<file path="src/hdl/stereo_center_confidence_tracker_core_assert.svh">
// ----------------------------------------------------------------------------
// Assertion macros for the stereo center confidence tracker.
// Each macro expands to a concurrent assertion in simulation and to nothing
// in synthesis.
// ----------------------------------------------------------------------------
`ifndef STEREO_CENTER_CONFIDENCE_TRACKER_CORE_ASSERT_SVH
`define STEREO_CENTER_CONFIDENCE_TRACKER_CORE_ASSERT_SVH

`ifndef SYNTHESIS
`define SCCT_ASSERT(label, prop, msg) \
   label: assert property (@(posedge clock) disable iff (reset) prop) else $error(msg);
`define SCCT_ASSERT_NEXT(label, ante, cons, msg) \
   label: assert property (@(posedge clock) disable iff (reset) ante |=> cons) else $error(msg);
`else
`define SCCT_ASSERT(label, prop, msg)
`define SCCT_ASSERT_NEXT(label, ante, cons, msg)
`endif

`endif

</file>
<file path="src/hdl/scct_pkg.sv">
// ----------------------------------------------------------------------------
// Stereo center confidence tracker package
// Payload types, unit status type, fixed-point constants and small helpers.
// ----------------------------------------------------------------------------
package scct_pkg;

   localparam int SAMPLE_W = 24;
   localparam int SUM_W    = 60;

   typedef struct packed {
      logic signed [23:0] left_sample;
      logic signed [23:0] right_sample;
      logic               last_of_block;
   } req_payload_type;

   typedef struct packed {
      logic [16:0]        center_focus;
      logic [16:0]        previous_focus;
      logic signed [15:0] coherence_value;
   } rsp_payload_type;

   typedef struct packed {
      logic busy;
      logic done;
   } unit_status_type;

   localparam logic [16:0] Q_ONE         = 17'd65536;
   localparam logic [17:0] Q_QUARTER     = 18'd16384;
   localparam logic [16:0] Q_CORR_GAIN   = 17'd52429;
   localparam logic [17:0] Q_WIDTH_BASE  = 18'd68813;
   localparam logic [15:0] Q_WIDTH_SLOPE = 16'd40632;
   localparam logic [16:0] Q_FLOOR       = 17'd11796;
   localparam logic [16:0] Q_FOCUS_INIT  = 17'd45875;
   localparam logic [16:0] Q_SMOOTH_INIT = 17'd11796;
   localparam logic [17:0] RATIO_MAX     = 18'd131072;
   localparam logic [15:0] COH_FULL      = 16'h8000;
   localparam logic [18:0] ROUND_HALF    = 19'd32768;
   localparam logic [17:0] WIDTH_TOP_LIM = 18'd3277;
   localparam logic [17:0] WIDTH_BOT_LIM = 18'd57017;

   localparam logic [5:0] SAMPLE_MUL_LAST = 6'd24;
   localparam logic [5:0] SUM_MUL_LAST    = 6'd59;
   localparam logic [5:0] SQRT_LAST       = 6'd59;
   localparam logic [5:0] COH_FRAC_BITS   = 6'd15;
   localparam logic [5:0] RATIO_FRAC_BITS = 6'd34;

   function automatic logic [24:0] abs25(input logic [24:0] v);
      return v[24] ? (~v + 25'd1) : v;
   endfunction

   function automatic logic [59:0] sat_add60(input logic [59:0] s, input logic [49:0] p);
      logic [60:0] t;
      t = {1'b0, s} + {11'd0, p};
      return t[60] ? {60{1'b1}} : t[59:0];
   endfunction

   function automatic logic [15:0] coh_of(input logic neg, input logic [15:0] q);
      if (neg) begin
         return ~q + 16'd1;
      end
      return q[15] ? 16'h7FFF : q;
   endfunction

endpackage

</file>
<file path="src/hdl/scct_isqrt.sv">
// ----------------------------------------------------------------------------
// Serial integer square root
// Floor square root of a 120-bit radicand, one result bit per cycle.
// ----------------------------------------------------------------------------
module scct_isqrt
   import scct_pkg::*;
(
   input  logic            clock,
   input  logic            reset,
   input  logic            start,
   input  logic [119:0]    radicand,
   output unit_status_type status,
   output logic [59:0]     root
);

   logic [119:0] rad_ff, rad_in;
   logic [61:0]  rem_ff, rem_in;
   logic [59:0]  root_ff, root_in;
   logic [5:0]   iter_ff, iter_in;
   logic         busy_ff, busy_in;
   logic         done_ff, done_in;
   logic [63:0]  rem_sh;
   logic [63:0]  trial;
   logic [63:0]  rem_nx;
   logic         ge;

   always_comb begin
      rem_sh  = {rem_ff, rad_ff[119:118]};
      trial   = {2'b00, root_ff, 2'b01};
      ge      = rem_sh >= trial;
      rem_nx  = ge ? (rem_sh - trial) : rem_sh;
      rad_in  = rad_ff;
      rem_in  = rem_ff;
      root_in = root_ff;
      iter_in = iter_ff;
      busy_in = busy_ff;
      done_in = 1'b0;
      if (start) begin
         rad_in  = radicand;
         rem_in  = '0;
         root_in = '0;
         iter_in = '0;
         busy_in = 1'b1;
      end else if (busy_ff) begin
         rad_in  = {rad_ff[117:0], 2'b00};
         rem_in  = rem_nx[61:0];
         root_in = {root_ff[58:0], ge};
         iter_in = iter_ff + 6'd1;
         if (iter_ff == SQRT_LAST) begin
            busy_in = 1'b0;
            done_in = 1'b1;
         end
      end
   end

   always_ff @(posedge clock) begin
      rad_ff  <= rad_in;
      rem_ff  <= rem_in;
      root_ff <= root_in;
      iter_ff <= iter_in;
      if (reset) begin
         busy_ff <= 1'b0;
         done_ff <= 1'b0;
      end else begin
         busy_ff <= busy_in;
         done_ff <= done_in;
      end
   end

   assign status.busy = busy_ff;
   assign status.done = done_ff;
   assign root        = root_ff;

endmodule

</file>
<file path="config.mk">
export PLATFORM = sky130hd
export DESIGN_NAME = scct_isqrt
export DESIGN_NICKNAME = d
export VERILOG_FILES = /design/src/hdl/stereo_center_confidence_tracker_core_assert.svh /design/src/hdl/scct_pkg.sv /design/src/hdl/scct_isqrt.sv
export SDC_FILE = /design/constraint.sdc
export NUM_CORES = 1
export LEC_CHECK = 0
export ABC_AREA = 1
export BUFFER_PORTS_ARGS = -buffer_cell sky130_fd_sc_hd__buf_4
export CORE_MARGIN = 3
export CORE_UTILIZATION = 60
export CTS_CLUSTER_DIAMETER = 60
export DETAILED_ROUTE_END_ITERATION = 8
export PLACE_DENSITY = 0.82
export SLEW_MARGIN = 30
export SYNTH_ARGS = -nofsm -noshare
export SYNTH_HDL_FRONTEND = slang
export SYNTH_SLANG_ARGS = --single-unit
</file>
<file path="constraint.sdc">
create_clock -name clock -period 5.87 [get_ports clock]
set_clock_uncertainty 0.1 [all_clocks]
set_input_delay 0.8805 -clock clock [delete_from_list [all_inputs] [get_ports clock]]
set_output_delay 0.8805 -clock clock [all_outputs]
set_load 0.005 [all_outputs]
</file>
==> flow_metrics.py, run 1 <==
metrics = {
    "timing": {
        "fin_crit_sh_pct": 58.6,
        "finalHoldViolations": 0,
        "max_clock_freq_ghz": 0.291,
        "slew_headroom_pct": 40.4,
        "fin_tns_setup_ns": 0,
        "rsz0062_at_grt": "no",
        "period_needed_ns": 3.44,
        "final_max_slew_viol_count": 0,
        "max_slew.worst_pin.slew_ns": 0.894,
        "setup_viol": 0,
    },
    "setup_path": {
        "required_ns": 6.21,
        "start_kind": "flip-flop",
        "crit_arrival_ns": 3.78,
        "r2r_cells": 16,
        "path_max_fanout": 63,
        "critPathKind": "reg2reg",
        "r2r-end": "rem_ff[52]",
        "r2r_setup_slack_ns": 2.43,
        "reg2reg_from": "root[17]",
        "endpoint_kind": "flip-flop",
    },
    "drt": {
        "drcViolationCount": 0,
        "vias": 15694,
        "drt-total-wl_um": 48900,
        "drt_iter0_drc": 1361,
        "drtAntennaViolNets": 0,
        "firstDrtPassIters": 6,
        "wire_per_inst_um": 16.8,
        "via_per_inst": 5.41,
    },
    "synth": {
        "synthFlopType": "dfxtp_1",
        "synth_warnings": 0,
        "avgSynthCellArea_sq_um": 6.55,
        "synthArstFlopShare_pct": 0,
        "synth_area_sq_um": 15700,
        "synth_top_cell_by_area": "nand2_1",
        "synth_seq_area_share_pct": 39.5,
        "synth_seq_cells": 250,
        "synthTopCellsByArea": "nand2_1, edfxtp_1, dfxtp_1, inv_1, ha_1",
        "synth-edff-count": 120,
        "yosysMostFrequentCell": "nand2_1",
        "synth_common_cells": "nand2_1, inv_1, nand3_1",
        "synth.distinct_cells": 39,
        "syn-num-nets": 2587,
        "syn-instance-count": 2401,
        "synth_top_area_share_pct": 27.1,
    },
    "floorplanning": {
        "die_area_sq_um": 28200,
        "initial_core_util_pct": 61.7,
        "fp.dieW_um": 168,
        "die_h_um": 168,
        "num_rows": 58,
        "pin_count": 185,
        "fp.coreArea_sq_um": 25500,
    },
    "clock_network": {
        "htree_levels": 1,
        "clk_path_buf_depth": 3,
        "root_buffer": "clkbuf_16",
        "cts_setup_buffers": 0,
        "cts_tree": "built",
        "cts-hold-fix-buffers": 0,
        "cts.sinks": 250,
        "cts_resized": 0,
        "path_clk_slew_ns": 0.06,
        "cts_buffers": 27,
        "clock_latency_ns": 0.55,
    },
    "final_layout": {
        "drive_above_1_share_pct": 10.1,
        "area_delta_synth_final_pct": 15.6,
        "fill_cells": 2029,
        "final_nets": 2737,
        "diodes": 0,
        "post-route-util_pct": 71.3,
        "fin_cells": 2902,
    },
    "power": {
        "power_density_nw_per_um2": 522,
        "p_leak_uw": 0.00990,
        "peakVddDrop_v": 0.000736,
        "p_total_uw": 9480,
    },
    "global_routing": {
        "antenna_found_initial": 0,
        "grt_pass1_vias": 15113,
        "gr-total-overflow": 0,
        "grt_max_degree": 103,
        "grt_pass1_wl_um": 77600,
        "track_usage_pct": 33.9,
    },
    "placement": {
        "place_congestion": 1.07,
        "place_inst": 2852,
        "hpwl_um": 35400,
        "io_buffers": 184,
    },
    "hold_path": {
        "min_delay_path_depth": 2,
        "min_from": "rem_ff[60]",
        "hp-class": "reg2reg",
        "min_to": "rem_ff[60]",
    },
    "run": {
        "maxCapViolCount": 0,
    },
    "outcome": {
        "outcome": "completed",
    },
}
[flip-flops by register name (all words and copies together) (netlist names)]
register  count
busy_ff       1
done_ff       1
iter_ff       6
rad_ff      120
rem_ff       62
root         60
[worst max-delay path, stage by stage (launching register included)]
cell,delay (ns)
dfxtp_1,0.34
inv_1,0.09
ha_1,0.37
nand2_1,0.16
inv_1,0.05
nand2_1,0.06
nand2_1,0.08
nand2_1,0.07
nand2_1,0.07
a21oi_1,0.21
nand3_2,0.15
nand2_4,0.51
nand2_8,0.43
nand2_4,0.37
nand2_1,0.10
nand2_1,0.09
nand2_1,0.04
[final cells by class]
cell class              instances  area [sq um]  area share [%]
flip-flops and latches        250          6210            34.2
well taps                     330           413            2.27
multi-input cells            1683          7730            42.5
repair buffers                191          1430            7.89
clock buffers                  37           757            4.17
clock inverters                13           130           0.716
inverters                     398          1500            8.27
[cells by family after synthesis]
kind of cell / count (synthesis) / synth area share, %
buffers and inverters: 468 / 11.5
adder cells (fa/ha/maj): 63 / 5.01
flip-flops: 250 / 39.5
XOR/XNOR: 29 / 1.62
AO/OA/AOI/OAI: 147 / 5.34
AND/OR/NAND/NOR: 1444 / 37.1
[metrics by stage]
stage	hold WS (ns)	setup WS [ns]	area (sq um)
6_report	0.357	2.43	18200
5_1_grt	0.367	2.15	18200
4_1_cts	0.355	2.43	18200
3_5_place_dp	0.342	2.47	17300
3_3_place_gp	0.344	2.52	17300
2_1_floorplan	0.327	0.508	15700
[per-layer routing]
metal,global-route usage (%),share of wire (%)
met5,0,0
met4,12.9,4.3
met3,6.76,8.6
met2,57.3,46
met1,43.1,41
[report_power, final]
group / switching [uW] / total (uW) / internal (uW)
logic: 3910 / 5620 / 1710
registers: 107 / 2150 / 2040
clock network: 720 / 1710 / 995
total: 4740 / 9480 / 4750
[worst max-delay path by stage]
stage / start / endpoint / slack [ns]
finish: root[17] / rem_ff[52] / 2.43
global route: root[33] / rem_ff[48] / 2.15
CTS: root[12] / rem_ff[53] / 2.43
detailed placement: root[12] / rem_ff[53] / 2.47
global placement: root[37] / rem_ff[50] / 2.52
floorplan: start / rad_ff[0] / 0.51
[layout by cell type (no fill, tap or decap), drive strengths merged]
cell type / instances
nand2: 1141
inv: 399
buf: 191
nand3: 146
dfxtp: 130
edfxtp: 120
nor2: 102
ha: 63
o22ai: 59
a21oi: 50
clkbuf: 37
o21ai: 28
xnor2: 22
nand3b: 21
nor3: 14
nand4: 9
clkinv: 9
xor2: 7
o21bai: 6
and2: 5
a211oi: 3
and3: 2
nor4: 2
bufinv: 2
a22o: 1
or2: 1
nor3b: 1
clkinvlp: 1
No activity file was read; power rests on OpenSTA's default activity.
==> run 2, diff against run 1 <==
ABC_AREA = 0   (was 1)
CORE_UTILIZATION = 59   (was 60)
PLACE_DENSITY = 0.81   (was 0.82)
clock period = 3.6 ns   (was 5.87 ns; I/O delays follow)
==> flow_metrics.py, run 2 <==
metrics = {
    "power": {
        "p_total_uw": 13800,
        "peakVddDrop_v": 0.000502,
        "p_leak_uw": 0.00704,
        "power_density_nw_per_um2": 805,
    },
    "setup_path": {
        "crit_arrival_ns": 3.72,
        "path_max_fanout": 8,
        "critPathKind": "reg2reg",
        "endpoint_kind": "flip-flop",
        "required_ns": 3.94,
        "start_kind": "flip-flop",
    },
    "drt": {
        "firstDrtPassIters": 9,
        "drt-total-wl_um": 36700,
        "via_per_inst": 6.01,
        "drt_iter0_drc": 1146,
        "wire_per_inst_um": 18.4,
        "drtAntennaViolNets": 0,
        "vias": 11993,
        "drcViolationCount": 0,
    },
    "floorplanning": {
        "die_area_sq_um": 26500,
        "fp.dieW_um": 163,
        "fp.coreArea_sq_um": 23800,
        "initial_core_util_pct": 60.9,
        "pin_count": 185,
        "num_rows": 56,
        "die_h_um": 163,
    },
    "global_routing": {
        "grt_pass1_vias": 11795,
        "grt_pass1_wl_um": 58900,
        "antenna_found_initial": 0,
        "track_usage_pct": 26.9,
        "gr-total-overflow": 0,
        "grt_max_degree": 144,
    },
    "clock_network": {
        "root_buffer": "clkbuf_16",
        "path_clk_slew_ns": 0.06,
        "clock_latency_ns": 0.57,
        "cts.sinks": 250,
        "clk_path_buf_depth": 3,
        "cts_tree": "built",
        "cts-hold-fix-buffers": 0,
        "htree_levels": 1,
        "cts_buffers": 28,
    },
    "final_layout": {
        "register_area_sq_um": 6210,
        "largest_register_ffs": 120,
        "post-route-util_pct": 72.1,
        "diodes": 0,
        "drive_above_1_share_pct": 24.8,
        "fill_cells": 1777,
        "registers.top_by_ff_count": "rad_ff",
        "layout_commonest_cell": "buf_4",
        "multi_input_area_sq_um": 7500,
        "final_nets": 1842,
        "area_delta_synth_final_pct": 18.3,
        "layout_common_cells": "buf_4, nor2_1, nand2_1",
    },
    "run": {
        "maxCapViolCount": 0,
    },
    "synth": {
        "synth_top_cell_by_area": "edfxtp_1",
        "synthFlopType": "dfxtp_1",
        "synth_warnings": 0,
        "syn-num-nets": 1682,
        "synth.distinct_cells": 85,
        "syn-instance-count": 1496,
        "synth_top_area_share_pct": 24.8,
        "synth_seq_area_share_pct": 42.8,
        "synth_seq_cells": 250,
        "synthTopCellsByArea": "edfxtp_1, dfxtp_1, mux2_2, ha_1, mux2i_1",
        "synth_area_sq_um": 14500,
        "synth_common_cells": "nor2_1, nand2_1, dfxtp_1",
        "avgSynthCellArea_sq_um": 9.70,
        "yosysMostFrequentCell": "nor2_1",
        "synthArstFlopShare_pct": 0,
        "synth-edff-count": 120,
    },
    "timing": {
        "max_slew.worst_pin.slew_ns": 0.860,
        "slew_headroom_pct": 42.7,
        "rsz0062_at_grt": "yes",
        "max_clock_freq_ghz": 0.295,
        "setup_viol": 0,
        "fin_crit_sh_pct": 94.0,
        "whs_ns": 0.0348,
        "fin_ws_ns": 0.215,
        "finalHoldViolations": 0,
        "final_max_slew_viol_count": 0,
        "period_needed_ns": 3.39,
    },
    "placement": {
        "place_congestion": 0.943,
        "pre_cts_ws_ns": 0.165,
        "io_buffers": 184,
        "hpwl_um": 25300,
    },
    "outcome": {
        "outcome": "completed",
    },
    "hold_path": {
        "hp-class": "in2reg",
    },
}
## run 2: timing repair
action | in CTS | in global routing
buffers inserted | 0 | 1
setup endpoints to repair | 0 | 43
resized for setup | 0 | 4
## run 2: where the power goes
| group | internal (uW) | leakage, uW | switching (uW) |
|---|---|---|---|
| registers | 3360 | 0.00227 | 226 |
| logic | 2860 | 0.00428 | 4270 |
| clock network | 1880 | 0.000495 | 1220 |
## run 2: final cells by class
| class | instances | share of cell area [%] |
|---|---|---|
| tap | 319 | 2.32 |
| timing repair buffer | 219 | 9.90 |
| multi-input combinational | 1068 | 43.7 |
| inverter | 89 | 1.97 |
| clock buffer | 40 | 4.76 |
| clock inverter | 12 | 1.17 |
| sequential | 250 | 36.2 |
## run 2: final timing paths
path	startpoint	endpoint	slack, ns	cells after the start
max	root[15]	rem_ff[48]	0.21	11
min	reset	busy_ff	0.03	2
max reg2reg	root[15]	rem_ff[48]	0.21	11
min reg2reg	rem_ff[43]	rem_ff[43]	0.39	2
## run 2: kinds of logic after synthesis
kind of cell / share of synthesized area [%]
fa+ha+maj: 5.43
compound gates: 15.4
buf+inv: 5.72
simple gates: 14.1
mux: 13.9
flops: 42.8
xor+xnor: 2.66
## run 2: routing by layer
layer  up-vias  global-route usage (%)  wire (um)
met5         -                       0          0
met4         0                    8.15       1220
met2       454                    43.7      16900
met1      5691                    34.9      15200
li1       5743                       -          -
met3       105                    8.06       3390
## run 2: worst max-delay path, stage by stage (launching register included)
cell and delay (ns):
dfxtp_1 0.38, inv_1 0.06, ha_1 0.46, nand4_4 0.15
nor4_2 0.34, and2b_1 0.21, nand2_1 0.10, o221ai_2 0.36
o21a_4 0.28, nor2_2 0.12, or3b_1 0.45, a311oi_1 0.29
## run 2: stage by stage
stage	instances	TNS, ns	cell area, sq um
after floorplan	1496	0	14500
after global placement	1943	0	16100
after detailed placement	1943	0	16100
after CTS	1995	0	17100
after global routing	1997	-0.0226	17200
final	1997	0	17200
==> run 3, diff against run 2 <==
==> constraint.sdc (replaced) <==
create_clock -name clock -period 3.6 [get_ports clock]
set_clock_uncertainty 0.1 [all_clocks]
set_input_delay 0.36 -clock clock [delete_from_list [all_inputs] [get_ports clock]]
set_output_delay 0.36 -clock clock [all_outputs]
set_load 0.005 [all_outputs]
==> flow_metrics.py, run 3 (same netlist as run 2, synthesis figures left out) <==
metrics = {
    "outcome": {
        "outcome": "completed",
    },
    "power": {
        "power_density_nw_per_um2": 746,
        "p_leak_uw": 0.00739,
        "p_total_uw": 13500,
        "peakVddDrop_v": 0.000687,
    },
    "global_routing": {
        "track_usage_pct": 31.2,
        "grt_pass1_vias": 12611,
        "grt_max_degree": 175,
        "antenna_found_initial": 0,
        "gr-total-overflow": 0,
        "grt_pass1_wl_um": 67100,
    },
    "hold_path": {
        "min_from": "radicand[9]",
        "hp-class": "in2reg",
        "min_delay_path_depth": 2,
        "min_to": "rad_ff[9]",
    },
    "drt": {
        "firstDrtPassIters": 6,
        "drcViolationCount": 0,
        "drt_iter0_drc": 1223,
        "drt-total-wl_um": 42100,
        "wire_per_inst_um": 20.1,
        "drtAntennaViolNets": 0,
        "vias": 12742,
        "via_per_inst": 6.07,
    },
    "clock_network": {
        "cts.sinks": 250,
        "path_clk_slew_ns": 0.06,
        "clk_path_buf_depth": 3,
        "root_buffer": "clkbuf_16",
        "cts_tree": "built",
        "cts_buffers": 28,
        "htree_levels": 1,
        "clock_latency_ns": 0.57,
    },
    "setup_path": {
        "critical_path.slowest_cell": "nor3_1",
        "crit_path_max_incr_delay_ns": 0.54,
        "crit_family": "simple AND/OR/NAND/NOR gates",
        "start_kind": "flip-flop",
        "required_ns": 3.97,
        "reg2reg_from": "root[56]",
        "r2r_cells": 9,
        "critPathKind": "reg2reg",
        "path_cells": "inv_1, ha_1, nand4_1, or2_1, nor3_1, o21ai_4, a21oi_1, o311ai_0, and3b_1",
        "crit_arrival_ns": 3.83,
        "crit_buf_inv": 1,
        "r2r_setup_slack_ns": 0.14,
        "r2r-end": "rem_ff[57]",
        "setup.worst_path.start": "root[56]",
        "endpoint_kind": "flip-flop",
        "path_max_fanout": 9,
    },
    "floorplanning": {
        "die_h_um": 163,
        "fp.coreArea_sq_um": 23800,
        "die_area_sq_um": 26500,
        "num_rows": 56,
        "pin_count": 185,
        "initial_core_util_pct": 60.9,
        "fp.dieW_um": 163,
    },
    "timing": {
        "max_clock_freq_ghz": 0.289,
        "fin_crit_sh_pct": 96.0,
        "finalHoldViolations": 0,
        "final_max_slew_viol_count": 0,
        "setup_viol": 0,
        "fin_ws_ns": 0.143,
        "max_slew.worst_pin.slew_ns": 0.903,
        "period_needed_ns": 3.46,
        "slew_headroom_pct": 39.8,
    },
    "final_layout": {
        "drive_above_1_share_pct": 22.5,
        "area_delta_synth_final_pct": 24.6,
        "layout_common_cells": "buf_4, nor2_1, nand2_1",
        "layout_commonest_cell": "buf_4",
        "multi_input_area_sq_um": 7520,
        "largest_register_ffs": 120,
        "final_nets": 1943,
        "registers.top_by_ff_count": "rad_ff",
        "register_area_sq_um": 6210,
        "fill_cells": 1601,
        "diodes": 0,
    },
    "placement": {
        "hpwl_um": 25000,
        "io_buffers": 184,
        "pre_cts_ws_ns": 0.208,
        "place_congestion": 0.937,
    },
    "run": {
        "maxCapViolCount": 0,
    },
}
## run 3: changes by cell type in the layout (fill, tap and decap cells not counted), sizes merged
cell and change:
dlygate4sd3 +111, buf -9, clkinv +4, bufinv -3
inv -3, clkbuf +1, clkinvlp +1, nor2 -1
## run 3: power by group
group          leakage (uW)  internal [uW]  switching (uW)
clock network      0.000421           1560            1210
registers           0.00227           3360             253
logic               0.00470           2820            4270
total               0.00739           7750            5730
## run 3: worst max-delay path by stage
stage	to	slack (ns)	depth (start not counted)
after floorplan	rad_ff[0]	0.15	3
after global placement	rem_ff[57]	0.19	11
after detailed placement	rem_ff[57]	0.21	11
after CTS	rem_ff[8]	0.16	12
after global routing	rem_ff[6]	-0.07	10
final	rem_ff[57]	0.14	9
## run 3: worst reg2reg max path, stage by stage, from the launching register on
cell and delay, ns:
dfxtp_1 0.41, inv_1 0.07, ha_1 0.49, nand4_1 0.22, or2_1 0.34, nor3_1 0.54, o21ai_4 0.23, a21oi_1 0.52
o311ai_0 0.23, and3b_1 0.21
## run 3: area by class of cell
type / count / area share (%)
clock buffer: 41 / 4.26
clock inverter: 11 / 0.616
inverter: 89 / 1.87
multi-input combinational: 1067 / 41.6
sequential: 250 / 34.3
tap: 319 / 2.21
timing repair buffer: 321 / 15.1
## run 3: what timing repair did
item | in CTS | in global routing
gates resized for setup | 0 | 8
hold buffers | 111 | 0
setup buffers | 0 | 1
endpoints found under the hold margin | 112 | 0
setup endpoints to repair | 0 | 50
## run 3: metrics by stage
stage / utilization (%) / area (sq um) / hold slack [ns] / TNS (ns) / std cells
after floorplan: - / 14500 / 0.332 / 0 / 1496
after global routing: 75.9 / 18100 / 0.00359 / -0.224 / 2098
after global placement: 67.3 / 16000 / 0.370 / 0 / 1934
after detailed placement: 67.3 / 16000 / 0.380 / 0 / 1934
final: 75.9 / 18100 / 0.0170 / 0 / 2098
after CTS: 75.7 / 18000 / 0.00106 / 0 / 2097
## run 3: layer usage
metal  wire (um)  vias up  track usage [%]  share of wire [%]
li1            -     5952                -                  -
met1       17000     6060             40.9                 40
met2       20300      621             52.7                 48
met3        3560      109             6.10                8.4
met4        1270        0             9.03                3.0
met5           0        -                0                  0
