<file path="src/hdl/stereo_center_confidence_tracker_core_assert.svh">
// ----------------------------------------------------------------------------
// Assertion macros for the stereo center confidence tracker.
// Each macro expands to a concurrent assertion in simulation and to nothing
// in synthesis.
// ----------------------------------------------------------------------------
`ifndef STEREO_CENTER_CONFIDENCE_TRACKER_CORE_ASSERT_SVH
`define STEREO_CENTER_CONFIDENCE_TRACKER_CORE_ASSERT_SVH

`ifndef SYNTHESIS
`define SCCT_ASSERT(label, prop, msg) \
   label: assert property (@(posedge clock) disable iff (reset) prop) else $error(msg);
`define SCCT_ASSERT_NEXT(label, ante, cons, msg) \
   label: assert property (@(posedge clock) disable iff (reset) ante |=> cons) else $error(msg);
`else
`define SCCT_ASSERT(label, prop, msg)
`define SCCT_ASSERT_NEXT(label, ante, cons, msg)
`endif

`endif

</file>
<file path="src/hdl/scct_pkg.sv">
// ----------------------------------------------------------------------------
// Stereo center confidence tracker package
// Payload types, unit status type, fixed-point constants and small helpers.
// ----------------------------------------------------------------------------
package scct_pkg;

   localparam int SAMPLE_W = 24;
   localparam int SUM_W    = 60;

   typedef struct packed {
      logic signed [23:0] left_sample;
      logic signed [23:0] right_sample;
      logic               last_of_block;
   } req_payload_type;

   typedef struct packed {
      logic [16:0]        center_focus;
      logic [16:0]        previous_focus;
      logic signed [15:0] coherence_value;
   } rsp_payload_type;

   typedef struct packed {
      logic busy;
      logic done;
   } unit_status_type;

   localparam logic [16:0] Q_ONE         = 17'd65536;
   localparam logic [17:0] Q_QUARTER     = 18'd16384;
   localparam logic [16:0] Q_CORR_GAIN   = 17'd52429;
   localparam logic [17:0] Q_WIDTH_BASE  = 18'd68813;
   localparam logic [15:0] Q_WIDTH_SLOPE = 16'd40632;
   localparam logic [16:0] Q_FLOOR       = 17'd11796;
   localparam logic [16:0] Q_FOCUS_INIT  = 17'd45875;
   localparam logic [16:0] Q_SMOOTH_INIT = 17'd11796;
   localparam logic [17:0] RATIO_MAX     = 18'd131072;
   localparam logic [15:0] COH_FULL      = 16'h8000;
   localparam logic [18:0] ROUND_HALF    = 19'd32768;
   localparam logic [17:0] WIDTH_TOP_LIM = 18'd3277;
   localparam logic [17:0] WIDTH_BOT_LIM = 18'd57017;

   localparam logic [5:0] SAMPLE_MUL_LAST = 6'd24;
   localparam logic [5:0] SUM_MUL_LAST    = 6'd59;
   localparam logic [5:0] SQRT_LAST       = 6'd59;
   localparam logic [5:0] COH_FRAC_BITS   = 6'd15;
   localparam logic [5:0] RATIO_FRAC_BITS = 6'd34;

   function automatic logic [24:0] abs25(input logic [24:0] v);
      return v[24] ? (~v + 25'd1) : v;
   endfunction

   function automatic logic [59:0] sat_add60(input logic [59:0] s, input logic [49:0] p);
      logic [60:0] t;
      t = {1'b0, s} + {11'd0, p};
      return t[60] ? {60{1'b1}} : t[59:0];
   endfunction

   function automatic logic [15:0] coh_of(input logic neg, input logic [15:0] q);
      if (neg) begin
         return ~q + 16'd1;
      end
      return q[15] ? 16'h7FFF : q;
   endfunction

endpackage

</file>
<file path="src/hdl/scct_fdiv.sv">
// ----------------------------------------------------------------------------
// Serial fractional divider
// Restoring division giving floor(num * 2^steps / den) for num below den,
// one quotient bit per cycle.
// ----------------------------------------------------------------------------
module scct_fdiv
   import scct_pkg::*;
(
   input  logic            clock,
   input  logic            reset,
   input  logic            start,
   input  logic [59:0]     num,
   input  logic [61:0]     den,
   input  logic [5:0]      steps,
   output unit_status_type status,
   output logic [33:0]     quot
);

   logic [61:0] rem_ff, rem_in;
   logic [61:0] den_ff, den_in;
   logic [33:0] quot_ff, quot_in;
   logic [5:0]  cnt_ff, cnt_in;
   logic        busy_ff, busy_in;
   logic        done_ff, done_in;
   logic [62:0] rem_sh;
   logic [62:0] rem_nx;
   logic        ge;

   always_comb begin
      rem_sh  = {rem_ff, 1'b0};
      ge      = rem_sh >= {1'b0, den_ff};
      rem_nx  = ge ? (rem_sh - {1'b0, den_ff}) : rem_sh;
      rem_in  = rem_ff;
      den_in  = den_ff;
      quot_in = quot_ff;
      cnt_in  = cnt_ff;
      busy_in = busy_ff;
      done_in = 1'b0;
      if (start) begin
         rem_in  = {2'b00, num};
         den_in  = den;
         quot_in = '0;
         cnt_in  = steps;
         busy_in = 1'b1;
      end else if (busy_ff) begin
         rem_in  = rem_nx[61:0];
         quot_in = {quot_ff[32:0], ge};
         cnt_in  = cnt_ff - 6'd1;
         if (cnt_ff == 6'd1) begin
            busy_in = 1'b0;
            done_in = 1'b1;
         end
      end
   end

   always_ff @(posedge clock) begin
      rem_ff  <= rem_in;
      den_ff  <= den_in;
      quot_ff <= quot_in;
      cnt_ff  <= cnt_in;
      if (reset) begin
         busy_ff <= 1'b0;
         done_ff <= 1'b0;
      end else begin
         busy_ff <= busy_in;
         done_ff <= done_in;
      end
   end

   assign status.busy = busy_ff;
   assign status.done = done_ff;
   assign quot        = quot_ff;

endmodule

</file>
<file path="config.mk">
export PLATFORM = sky130hd
export DESIGN_NAME = scct_fdiv
export DESIGN_NICKNAME = d
export VERILOG_FILES = /design/src/hdl/stereo_center_confidence_tracker_core_assert.svh /design/src/hdl/scct_pkg.sv /design/src/hdl/scct_fdiv.sv
export SDC_FILE = /design/constraint.sdc
export NUM_CORES = 1
export LEC_CHECK = 0
export BUFFER_PORTS_ARGS = -buffer_cell sky130_fd_sc_hd__buf_4
export CAP_MARGIN = 5
export CORE_MARGIN = 2
export CORE_UTILIZATION = 45
export CTS_BUF_LIST = sky130_fd_sc_hd__clkbuf_4 sky130_fd_sc_hd__clkbuf_8 sky130_fd_sc_hd__clkbuf_16
export CTS_CLUSTER_DIAMETER = 80
export CTS_CLUSTER_SIZE = 16
export DETAILED_ROUTE_END_ITERATION = 16
export HOLD_SLACK_MARGIN = 0.15
export PLACE_DENSITY = 0.66
export SYNTH_ARGS = -nofsm -noshare
export SYNTH_HDL_FRONTEND = slang
export SYNTH_SLANG_ARGS = --single-unit
</file>
<file path="constraint.sdc">
create_clock -name clock -period 4.5 [get_ports clock]
set_input_delay 0.225 -clock clock [delete_from_list [all_inputs] [get_ports clock]]
set_output_delay 0.225 -clock clock [all_outputs]
set_load 0.01 [all_outputs]
</file>
==> results of run 1 <==
==> kinds of logic (layout without fill, tap and decap cells) <==
logic type	after synthesis	count (layout)	share of synthesized area, %
AOI/OAI and AO/OA	336	336	19.9
xor gates and xnor gates	58	58	4.81
adders and majority gates	65	65	7.77
buffers and inverters	145	411	5.61
DFF	166	166	43.6
muxes	56	56	5.55
and+or+nand+nor	291	291	12.8
==> flip-flops by register name (all words and copies together), names as in the netlist <==
name	cells
den_ff	62
rem_ff	62
quot	34
cnt_ff	6
busy_ff	1
done_ff	1
==> worst max-delay path: stages (launching register included) <==
cell	delay [ps]
sky130_fd_sc_hd__edfxtp_1	410
sky130_fd_sc_hd__ha_1	430
sky130_fd_sc_hd__and2_1	240
sky130_fd_sc_hd__nand3_1	110
sky130_fd_sc_hd__or2_0	250
sky130_fd_sc_hd__a211oi_2	340
sky130_fd_sc_hd__o21ai_2	180
sky130_fd_sc_hd__o41ai_4	550
sky130_fd_sc_hd__a31oi_4	170
sky130_fd_sc_hd__buf_4	330
sky130_fd_sc_hd__nand2_1	120
sky130_fd_sc_hd__o21ai_0	100
sky130_fd_sc_hd__mux2_2	290
==> timing repair <==
action,CTS,global route
endpoints found under the hold margin,124,0
hold buffers,123,0
buffers inserted,0,0
==> path summary, 6_finish.rpt <==
| check | to | slack, ps | cells past startpoint |
|---|---|---|---|
| max | rem_ff[8]$_DFFE_PP_ | 710 | 12 |
| min | rem_ff[4]$_DFFE_PP_ | 170 | 3 |
| max reg2reg | rem_ff[8]$_DFFE_PP_ | 710 | 12 |
| min reg2reg | quot[33]$_SDFFE_PP0P_ | 500 | 2 |
==> cell usage in the layout, fill, tap and decap left out, types with 3 or more instances in the layout <==
| cell type | count |
|---|---|
| sky130_fd_sc_hd__o21ai_1 | 28 |
| sky130_fd_sc_hd__nand4_1 | 22 |
| sky130_fd_sc_hd__nor3_1 | 12 |
| sky130_fd_sc_hd__xor2_1 | 27 |
| sky130_fd_sc_hd__inv_6 | 3 |
| sky130_fd_sc_hd__and3_1 | 13 |
| sky130_fd_sc_hd__ha_1 | 64 |
| sky130_fd_sc_hd__mux2i_1 | 35 |
| sky130_fd_sc_hd__dfxtp_1 | 37 |
| sky130_fd_sc_hd__nand3_1 | 10 |
| sky130_fd_sc_hd__mux2_2 | 21 |
| sky130_fd_sc_hd__nand2b_1 | 6 |
| sky130_fd_sc_hd__o21ai_0 | 63 |
| sky130_fd_sc_hd__o31ai_1 | 5 |
| sky130_fd_sc_hd__or3_1 | 6 |
| sky130_fd_sc_hd__a211oi_1 | 16 |
| sky130_fd_sc_hd__nor2_1 | 81 |
| sky130_fd_sc_hd__and2_1 | 5 |
| sky130_fd_sc_hd__inv_8 | 3 |
| sky130_fd_sc_hd__a21oi_1 | 101 |
| sky130_fd_sc_hd__dlygate4sd3_1 | 123 |
| sky130_fd_sc_hd__clkinv_8 | 6 |
| sky130_fd_sc_hd__edfxtp_1 | 128 |
| sky130_fd_sc_hd__xnor2_1 | 31 |
| sky130_fd_sc_hd__a21o_1 | 23 |
| sky130_fd_sc_hd__inv_1 | 82 |
| sky130_fd_sc_hd__clkbuf_16 | 17 |
| sky130_fd_sc_hd__or2_2 | 5 |
| sky130_fd_sc_hd__nand2_1 | 105 |
| sky130_fd_sc_hd__a221oi_1 | 3 |
| sky130_fd_sc_hd__nor4_1 | 8 |
| sky130_fd_sc_hd__o211ai_1 | 10 |
| sky130_fd_sc_hd__o21bai_1 | 19 |
| sky130_fd_sc_hd__a31oi_1 | 12 |
| sky130_fd_sc_hd__buf_4 | 172 |
| sky130_fd_sc_hd__o21a_1 | 27 |
| sky130_fd_sc_hd__a221o_1 | 5 |
| sky130_fd_sc_hd__nor2b_1 | 6 |
| sky130_fd_sc_hd__and4_1 | 5 |
==> per-layer routing <==
layer	wire (um)	vias up	track usage, %
met3	1240	29	3.47
met2	13700	266	39.4
met4	349	0	6.23
met5	0	-	0
li1	-	4552	-
met1	12800	4343	29.4
==> where the power goes <==
part / total [mW] / switching, mW / internal (mW)
combinational: 2.78 / 1.62 / 1.16
sequential: 2.04 / 0.114 / 1.93
clock: 1.50 / 0.743 / 0.752
total: 6.32 / 2.48 / 3.84
==> stage by stage <==
step / instances / total power [mW] / util, % / setup WS (ps)
6_report: 1702 / 6.32 / 59.5 / 709
5_1_grt: 1702 / 6.73 / 59.5 / 523
4_1_cts: 1702 / 6.33 / 59.5 / 739
3_5_place_dp: 1547 / 4.72 / 51.6 / 749
3_3_place_gp: 1547 / 4.70 / 51.6 / 809
2_1_floorplan: 1117 / 4.08 / - / 1390
==> cell type report <==
class	instances	share of cell area (%)
sequential	166	33.3
inverter	83	2.25
tap	319	2.88
multi-input combinational	806	38.9
clock inverter	15	1.31
clock buffer	17	3.07
timing repair buffer	296	18.4
==> cell usage after synthesis, types with 16 or more instances <==
cell / instances
sky130_fd_sc_hd__nand2_1: 106
sky130_fd_sc_hd__a211oi_1: 16
sky130_fd_sc_hd__clkbuf_1: 31
sky130_fd_sc_hd__nand4_1: 22
sky130_fd_sc_hd__a21oi_1: 101
sky130_fd_sc_hd__o21ai_1: 28
sky130_fd_sc_hd__inv_1: 83
sky130_fd_sc_hd__a21o_1: 23
sky130_fd_sc_hd__o21ai_0: 63
sky130_fd_sc_hd__dfxtp_1: 38
sky130_fd_sc_hd__edfxtp_1: 128
sky130_fd_sc_hd__nor2_1: 81
sky130_fd_sc_hd__o21a_1: 27
sky130_fd_sc_hd__xnor2_1: 31
sky130_fd_sc_hd__mux2_2: 21
sky130_fd_sc_hd__xor2_1: 27
sky130_fd_sc_hd__o21bai_1: 19
sky130_fd_sc_hd__mux2i_1: 35
sky130_fd_sc_hd__ha_1: 64
==> results.txt, run 1 <==
----------------------------------------------------
[Run status]
  Status ... finished, final reports clean

[Layout]
  Final Instance Area ... 13800 um^2
  Sequential standard cell area ... between 4000 and 5000 um^2
  Diode insertion count for antenna repair ... 0
  Synth-to-Final Area Change ... 31.0%
  Footprint of the multi-input gates ... ~5400 um^2
  Fill cell count ... 2000
  Layout cells sized above 1 ... between 10% and 20%
  Total number of nets in the final design ... between 1500 and 2000

[Timing]
  Worst-case headroom to the max-slew limit ... between 40% and 50%
  Clk_skew ... ~11 ps
  Unrepaired setup endpoints after global routing ... false
  Slew Viols, Final ... 0
  Final Critical Period ... 3790 ps
  Slew at the pin closest to its max-slew limit ... 863 ps
  Final Hold Viols ... 0
  Hold Worst Slack ... about 170 ps
  Final Setup Violations ... 0
  Max Fclk ... between 200 and 300 MHz
  Share of the cycle needed by the critical path after routing ... 84.2%
  Aggregate negative setup slack ... 0 ps

[Floorplanning]
  Overall die height ... between 150 and 200 um
  Number of ports placed on the die boundary ... approximately 170
  Die width ... roughly 160 um
  Std-Cell Core Area ... between 20000 and 25000 um^2
  Area of the die ... 24700 um^2
  Row count ... 56
  Starting density of the core ... 45.4%

[Synthesis]
  Syn avg cell area ... between 9 and 10 um^2
  Library cell occupying the most area in the post-synthesis netlist ... sky130_fd_sc_hd__edfxtp_1
  Post-synthesis instance total ... 1117
  Post-synth cell types ... 65
  Async SR Flop Fraction ... 0%
  Net count after synthesis ... approximately 1300
  Combined area of all synthesized cells ... 10600 um^2
  Main synth FF type ... sky130_fd_sc_hd__edfxtp_1
  Post-synthesis sequential area ratio ... 43.6%
  Biggest area contributors in the synthesized netlist ... sky130_fd_sc_hd__edfxtp_1 (36%), sky130_fd_sc_hd__ha_1 (7.6%), sky130_fd_sc_hd__dfxtp_1 (7.2%), sky130_fd_sc_hd__a21oi_1 (4.8%), sky130_fd_sc_hd__nand2_1 (3.8%)
  Number of warnings issued by yosys ... 0
  Share of Yosys cell area claimed by the top area cell type ... between 30 and 40%
  Post-synthesis register bit count ... roughly 170
  Count of flip-flops with a built-in enable after synthesis ... 128

[Drt]
  WL final ... ~28 mm
  Detail-routed via count per cell ... roughly 5.4
  Number of design-rule violations left by the first detailed-router iteration ... ~800
  Post-detailed-route count of antenna-violating nets ... 0
  Number of vias after detailed routing ... ~9200
  Detail-routed net length per standard cell ... roughly 17 um
  Number of detailed-route iterations in the first pass ... 5
  DRC errors left ... 0

[Worst hold path]
  Tightest Hold Check Type ... primary input to register
  Source of the worst hold timing path ... num[4]

[GRT]
  Pin count of the biggest net entering global routing ... about 80
  Number of antenna violations at the first check in global routing ... 0
  All-Layer GR Usage ... 22.7%
  Wire length of the first global-routing pass ... 44.3 mm
  Via count of the first global-routing pass ... 8918
  Overflow after GRT ... 0

[Clock tree]
  H-tree level count ... 4
  Number of clock buffers inserted by TritonCTS ... 17
  Maximum clock insertion buffer count ... 2
  Clock tree sinks ... around 170
  CTS Root Buffer Type ... sky130_fd_sc_hd__clkbuf_16
  Clock transition at the registers of the reported paths ... 80 ps
  CTS resizes ... 0
  CTS tree ... yes
  Clk Latency, worst-skew pair ... around 450 ps

[Power and ir drop]
  Power density relative to cell area ... ~460 nW/um^2
  Worst voltage drop across the vdd grid ... approximately 0.22 mV
  Static power due to leakage ... between 5 and 6 nW

[Critical path]
  Data arrival time at the worst-slack endpoint ... 4000 ps
  Critical Path Source ... rem_ff[7]$_DFFE_PP_
  Crit path capture type ... register
  Crit Path Category ... register to register
  Startpoint Class ... register
  Maximum fanout encountered on the critical timing path ... between 50 and 60
  Required time at the endpoint of the critical path ... ~4700 ps
  Crit Reg-Reg Startpoint ... rem_ff[7]$_DFFE_PP_

[Placed design]
  Routability congestion estimate ... just over 0.9
  HPWL Detailed ... slightly below 20 mm
  Standard cell area after detailed placement ... between 10000 and 15000 um^2
  Number of buffers inserted by port buffering ... ~170

[Run]
  Max-cap violation count ... 0

----------------------------------------------------
Power figures use the tool's default switching activity.
==> run 2: changes to the inputs <==
--- a/config.mk
+++ b/config.mk
@@ -14,7 +14,7 @@
 export CTS_CLUSTER_SIZE = 16
 export DETAILED_ROUTE_END_ITERATION = 16
 export HOLD_SLACK_MARGIN = 0.15
-export PLACE_DENSITY = 0.66
+export PLACE_DENSITY = 0.68
 export SYNTH_ARGS = -nofsm -noshare
 export SYNTH_HDL_FRONTEND = slang
 export SYNTH_SLANG_ARGS = --single-unit
==> constraint.sdc (replaced) <==
create_clock -name clock -period 3.18 [get_ports clock]
set_input_delay 0.159 -clock clock [delete_from_list [all_inputs] [get_ports clock]]
set_output_delay 0.159 -clock clock [all_outputs]
set_load 0.01 [all_outputs]
==> results.txt, run 2 (synthesized netlist as in run 1, its figures left out) <==
----------------------------------------------------
[Critical path]
  Required time at the endpoint of the critical path ... roughly 3400 ps
  Crit path cell chain ... ha_4 -> buf_6 -> a21o_1 -> a21oi_2 -> or2_1 -> a211oi_4 -> o21ai_2 -> o41ai_4 -> a31oi_4 -> buf_12 -> clkbuf_16 -> and3_4 -> a221o_1
  Slowest Stage Delay on Critical Path ... approximately 440 ps
  Internal reg-to-reg setup slack ... -100 ps
  Critical Path Source ... rem_ff[5]$_DFFE_PP_
  Crit Path Category ... register to register
  Crit Reg-Reg Startpoint ... rem_ff[5]$_DFFE_PP_
  RR Endpoint ... rem_ff[55]$_DFFE_PP_
  Maximum fanout encountered on the critical timing path ... 7
  Slowest stage cell on the critical path ... sky130_fd_sc_hd__edfxtp_1
  Data arrival time at the worst-slack endpoint ... ~3500 ps
  Crit path capture type ... register
  Startpoint Class ... register
  FF-to-FF path depth ... 13
  Crit path to ... rem_ff[55]$_DFFE_PP_

[Layout]
  Total number of nets in the final design ... roughly 1700
  Top library cells by usage in the layout, fill and taps aside ... sky130_fd_sc_hd__buf_4 (330), sky130_fd_sc_hd__edfxtp_1 (128), sky130_fd_sc_hd__dlygate4sd3_1 (126)
  Final Non-Filler Cells ... between 1500 and 2000
  Most frequent standard cell in the layout excluding fill and tap cells ... sky130_fd_sc_hd__buf_4
  Layout cells sized above 1 ... approximately a third
  Diode insertion count for antenna repair ... 0
  Synth-to-Final Area Change ... 53.3%
  Final Instance Area ... about 16000 um^2

[Run status]
  Violated checks ... negative setup slack
  Status ... finished, violations left

[Power and ir drop]
  Worst voltage drop across the vdd grid ... ~0.36 mV
  Static power due to leakage ... between 6 and 7 nW
  Power density relative to cell area ... between 600 and 700 nW/um^2

[GRT]
  Number of antenna violations at the first check in global routing ... 0
  All-Layer GR Usage ... 25.2%
  Overflow after GRT ... 0
  Via count of the first global-routing pass ... 9921
  Wire length of the first global-routing pass ... ~50 mm
  Pin count of the biggest net entering global routing ... 61

[Floorplanning]
  Overall die height ... around 160 um
  Std-Cell Core Area ... between 20000 and 25000 um^2
  Number of ports placed on the die boundary ... between 150 and 200
  Area of the die ... between 20000 and 25000 um^2
  Starting density of the core ... roughly 45%
  Die width ... roughly 160 um
  Row count ... 56

[Clock tree]
  Clk Latency, worst-skew pair ... 450 ps
  Maximum clock insertion buffer count ... 2
  Number of clock buffers inserted by TritonCTS ... 17
  CTS tree ... yes
  Clock tree sinks ... between 150 and 200
  H-tree level count ... 4
  Clock transition at the registers of the reported paths ... ~80 ps
  CTS Root Buffer Type ... sky130_fd_sc_hd__clkbuf_16

[Timing]
  Slew at the pin closest to its max-slew limit ... between 700 and 800 ps
  Final Setup Violations ... 21
  Hold Worst Slack ... 165 ps
  Aggregate negative setup slack ... -791 ps
  Slew Viols, Final ... 0
  Final setup margin ... -103 ps
  Worst-case headroom to the max-slew limit ... between 50% and 60%
  Final Hold Viols ... 0
  Final Critical Period ... approximately 3300 ps
  Clk_skew ... between 10 and 15 ps
  Share of the cycle needed by the critical path after routing ... 103%
  Unrepaired setup endpoints after global routing ... true
  Max Fclk ... roughly 300 MHz

[Placed design]
  HPWL Detailed ... 21.4 mm
  Routability congestion estimate ... 0.944
  Standard cell area after detailed placement ... roughly 13000 um^2
  Cell Count Post-Placement ... 1695
  Number of buffers inserted by port buffering ... between 150 and 200

[Drt]
  WL final ... 33.6 mm
  Number of detailed-route iterations in the first pass ... 5
  Post-detailed-route count of antenna-violating nets ... 0
  Detail-routed via count per cell ... roughly 5.4
  Number of vias after detailed routing ... 10200
  DRC errors left ... 0
  Detail-routed net length per standard cell ... approximately 18 um
  Number of design-rule violations left by the first detailed-router iteration ... between 1000 and 1500

[Worst hold path]
  Tightest Hold Check Type ... primary input to register

[Run]
  Max-cap violation count ... 0

----------------------------------------------------
run 2: cell count changes in the layout (fill, tap and decap cells not counted), moves of 15 or more:
cell / previous run / this run
sky130_fd_sc_hd__a21oi_2: 0 / 25
sky130_fd_sc_hd__o21ai_0: 63 / 37
sky130_fd_sc_hd__ha_1: 64 / 39
sky130_fd_sc_hd__buf_4: 172 / 330
sky130_fd_sc_hd__o21ai_1: 28 / 43
sky130_fd_sc_hd__ha_4: 0 / 22
sky130_fd_sc_hd__a21oi_1: 101 / 74
run 2: worst min path at each step:
stage | start | to | slack [ps] | cells past startpoint
floorplan | reset | busy_ff$_SDFF_PP0_ | 230 | 1
global placement | reset | busy_ff$_SDFF_PP0_ | 320 | 2
detailed placement | reset | busy_ff$_SDFF_PP0_ | 330 | 2
CTS | num[53] | rem_ff[53]$_DFFE_PP_ | 180 | 3
global route | num[36] | rem_ff[36]$_DFFE_PP_ | 180 | 3
finish | num[36] | rem_ff[36]$_DFFE_PP_ | 170 | 3
run 2: area by class of cell:
cell class | count | area (um^2)
multi-input cells | 806 | 6210
clock buffers | 17 | 425
fillers | 1734 | 7060
flip-flops and latches | 166 | 4610
well taps | 319 | 399
inverters | 83 | 312
clock inverters | 15 | 178
repair buffers | 478 | 4070
run 2: per-stage QoR:
stage          power, mW  util (%)  setup WS (ps)
3_5_place_dp        7.59      56.5           -260
6_report            11.2      69.6           -103
3_3_place_gp        7.53      56.5           -174
2_1_floorplan       5.77         -           73.4
4_1_cts             10.0      65.4          0.269
5_1_grt             11.8      69.6           -196
run 2: report_power, final:
part	leakage (nW)	internal (mW)	switching [mW]	total, mW
clock network	0.292	1.06	1.07	2.13
registers	1.58	2.73	0.223	2.95
logic	5.08	3.01	3.08	6.08
run 2: routing by layer:
| layer | GRT usage [%] | vias up | routed length, um |
|---|---|---|---|
| met4 | 9.13 | 0 | 805 |
| met5 | 0 | - | 0 |
| met3 | 3.69 | 65 | 1470 |
| met2 | 43.4 | 342 | 16800 |
| met1 | 32.2 | 4918 | 14400 |
| li1 | - | 4914 | - |
run 2: what timing repair did:
item,4_1_cts,5_1_grt
pin swaps,8,41
hold endpoints to repair,136,0
buffers inserted,3,21
endpoints found under the setup margin,60,60
gates resized for setup,36,147
cloned,0,7
hold buffers,126,0
run 2: worst max-delay path: cells and delay by family (launching register included):
family          cells  cell delay [ps]
simple gates        2              420
buf+inv             3              490
fa+ha+maj           1              330
flops               1              440
compound gates      7             1340
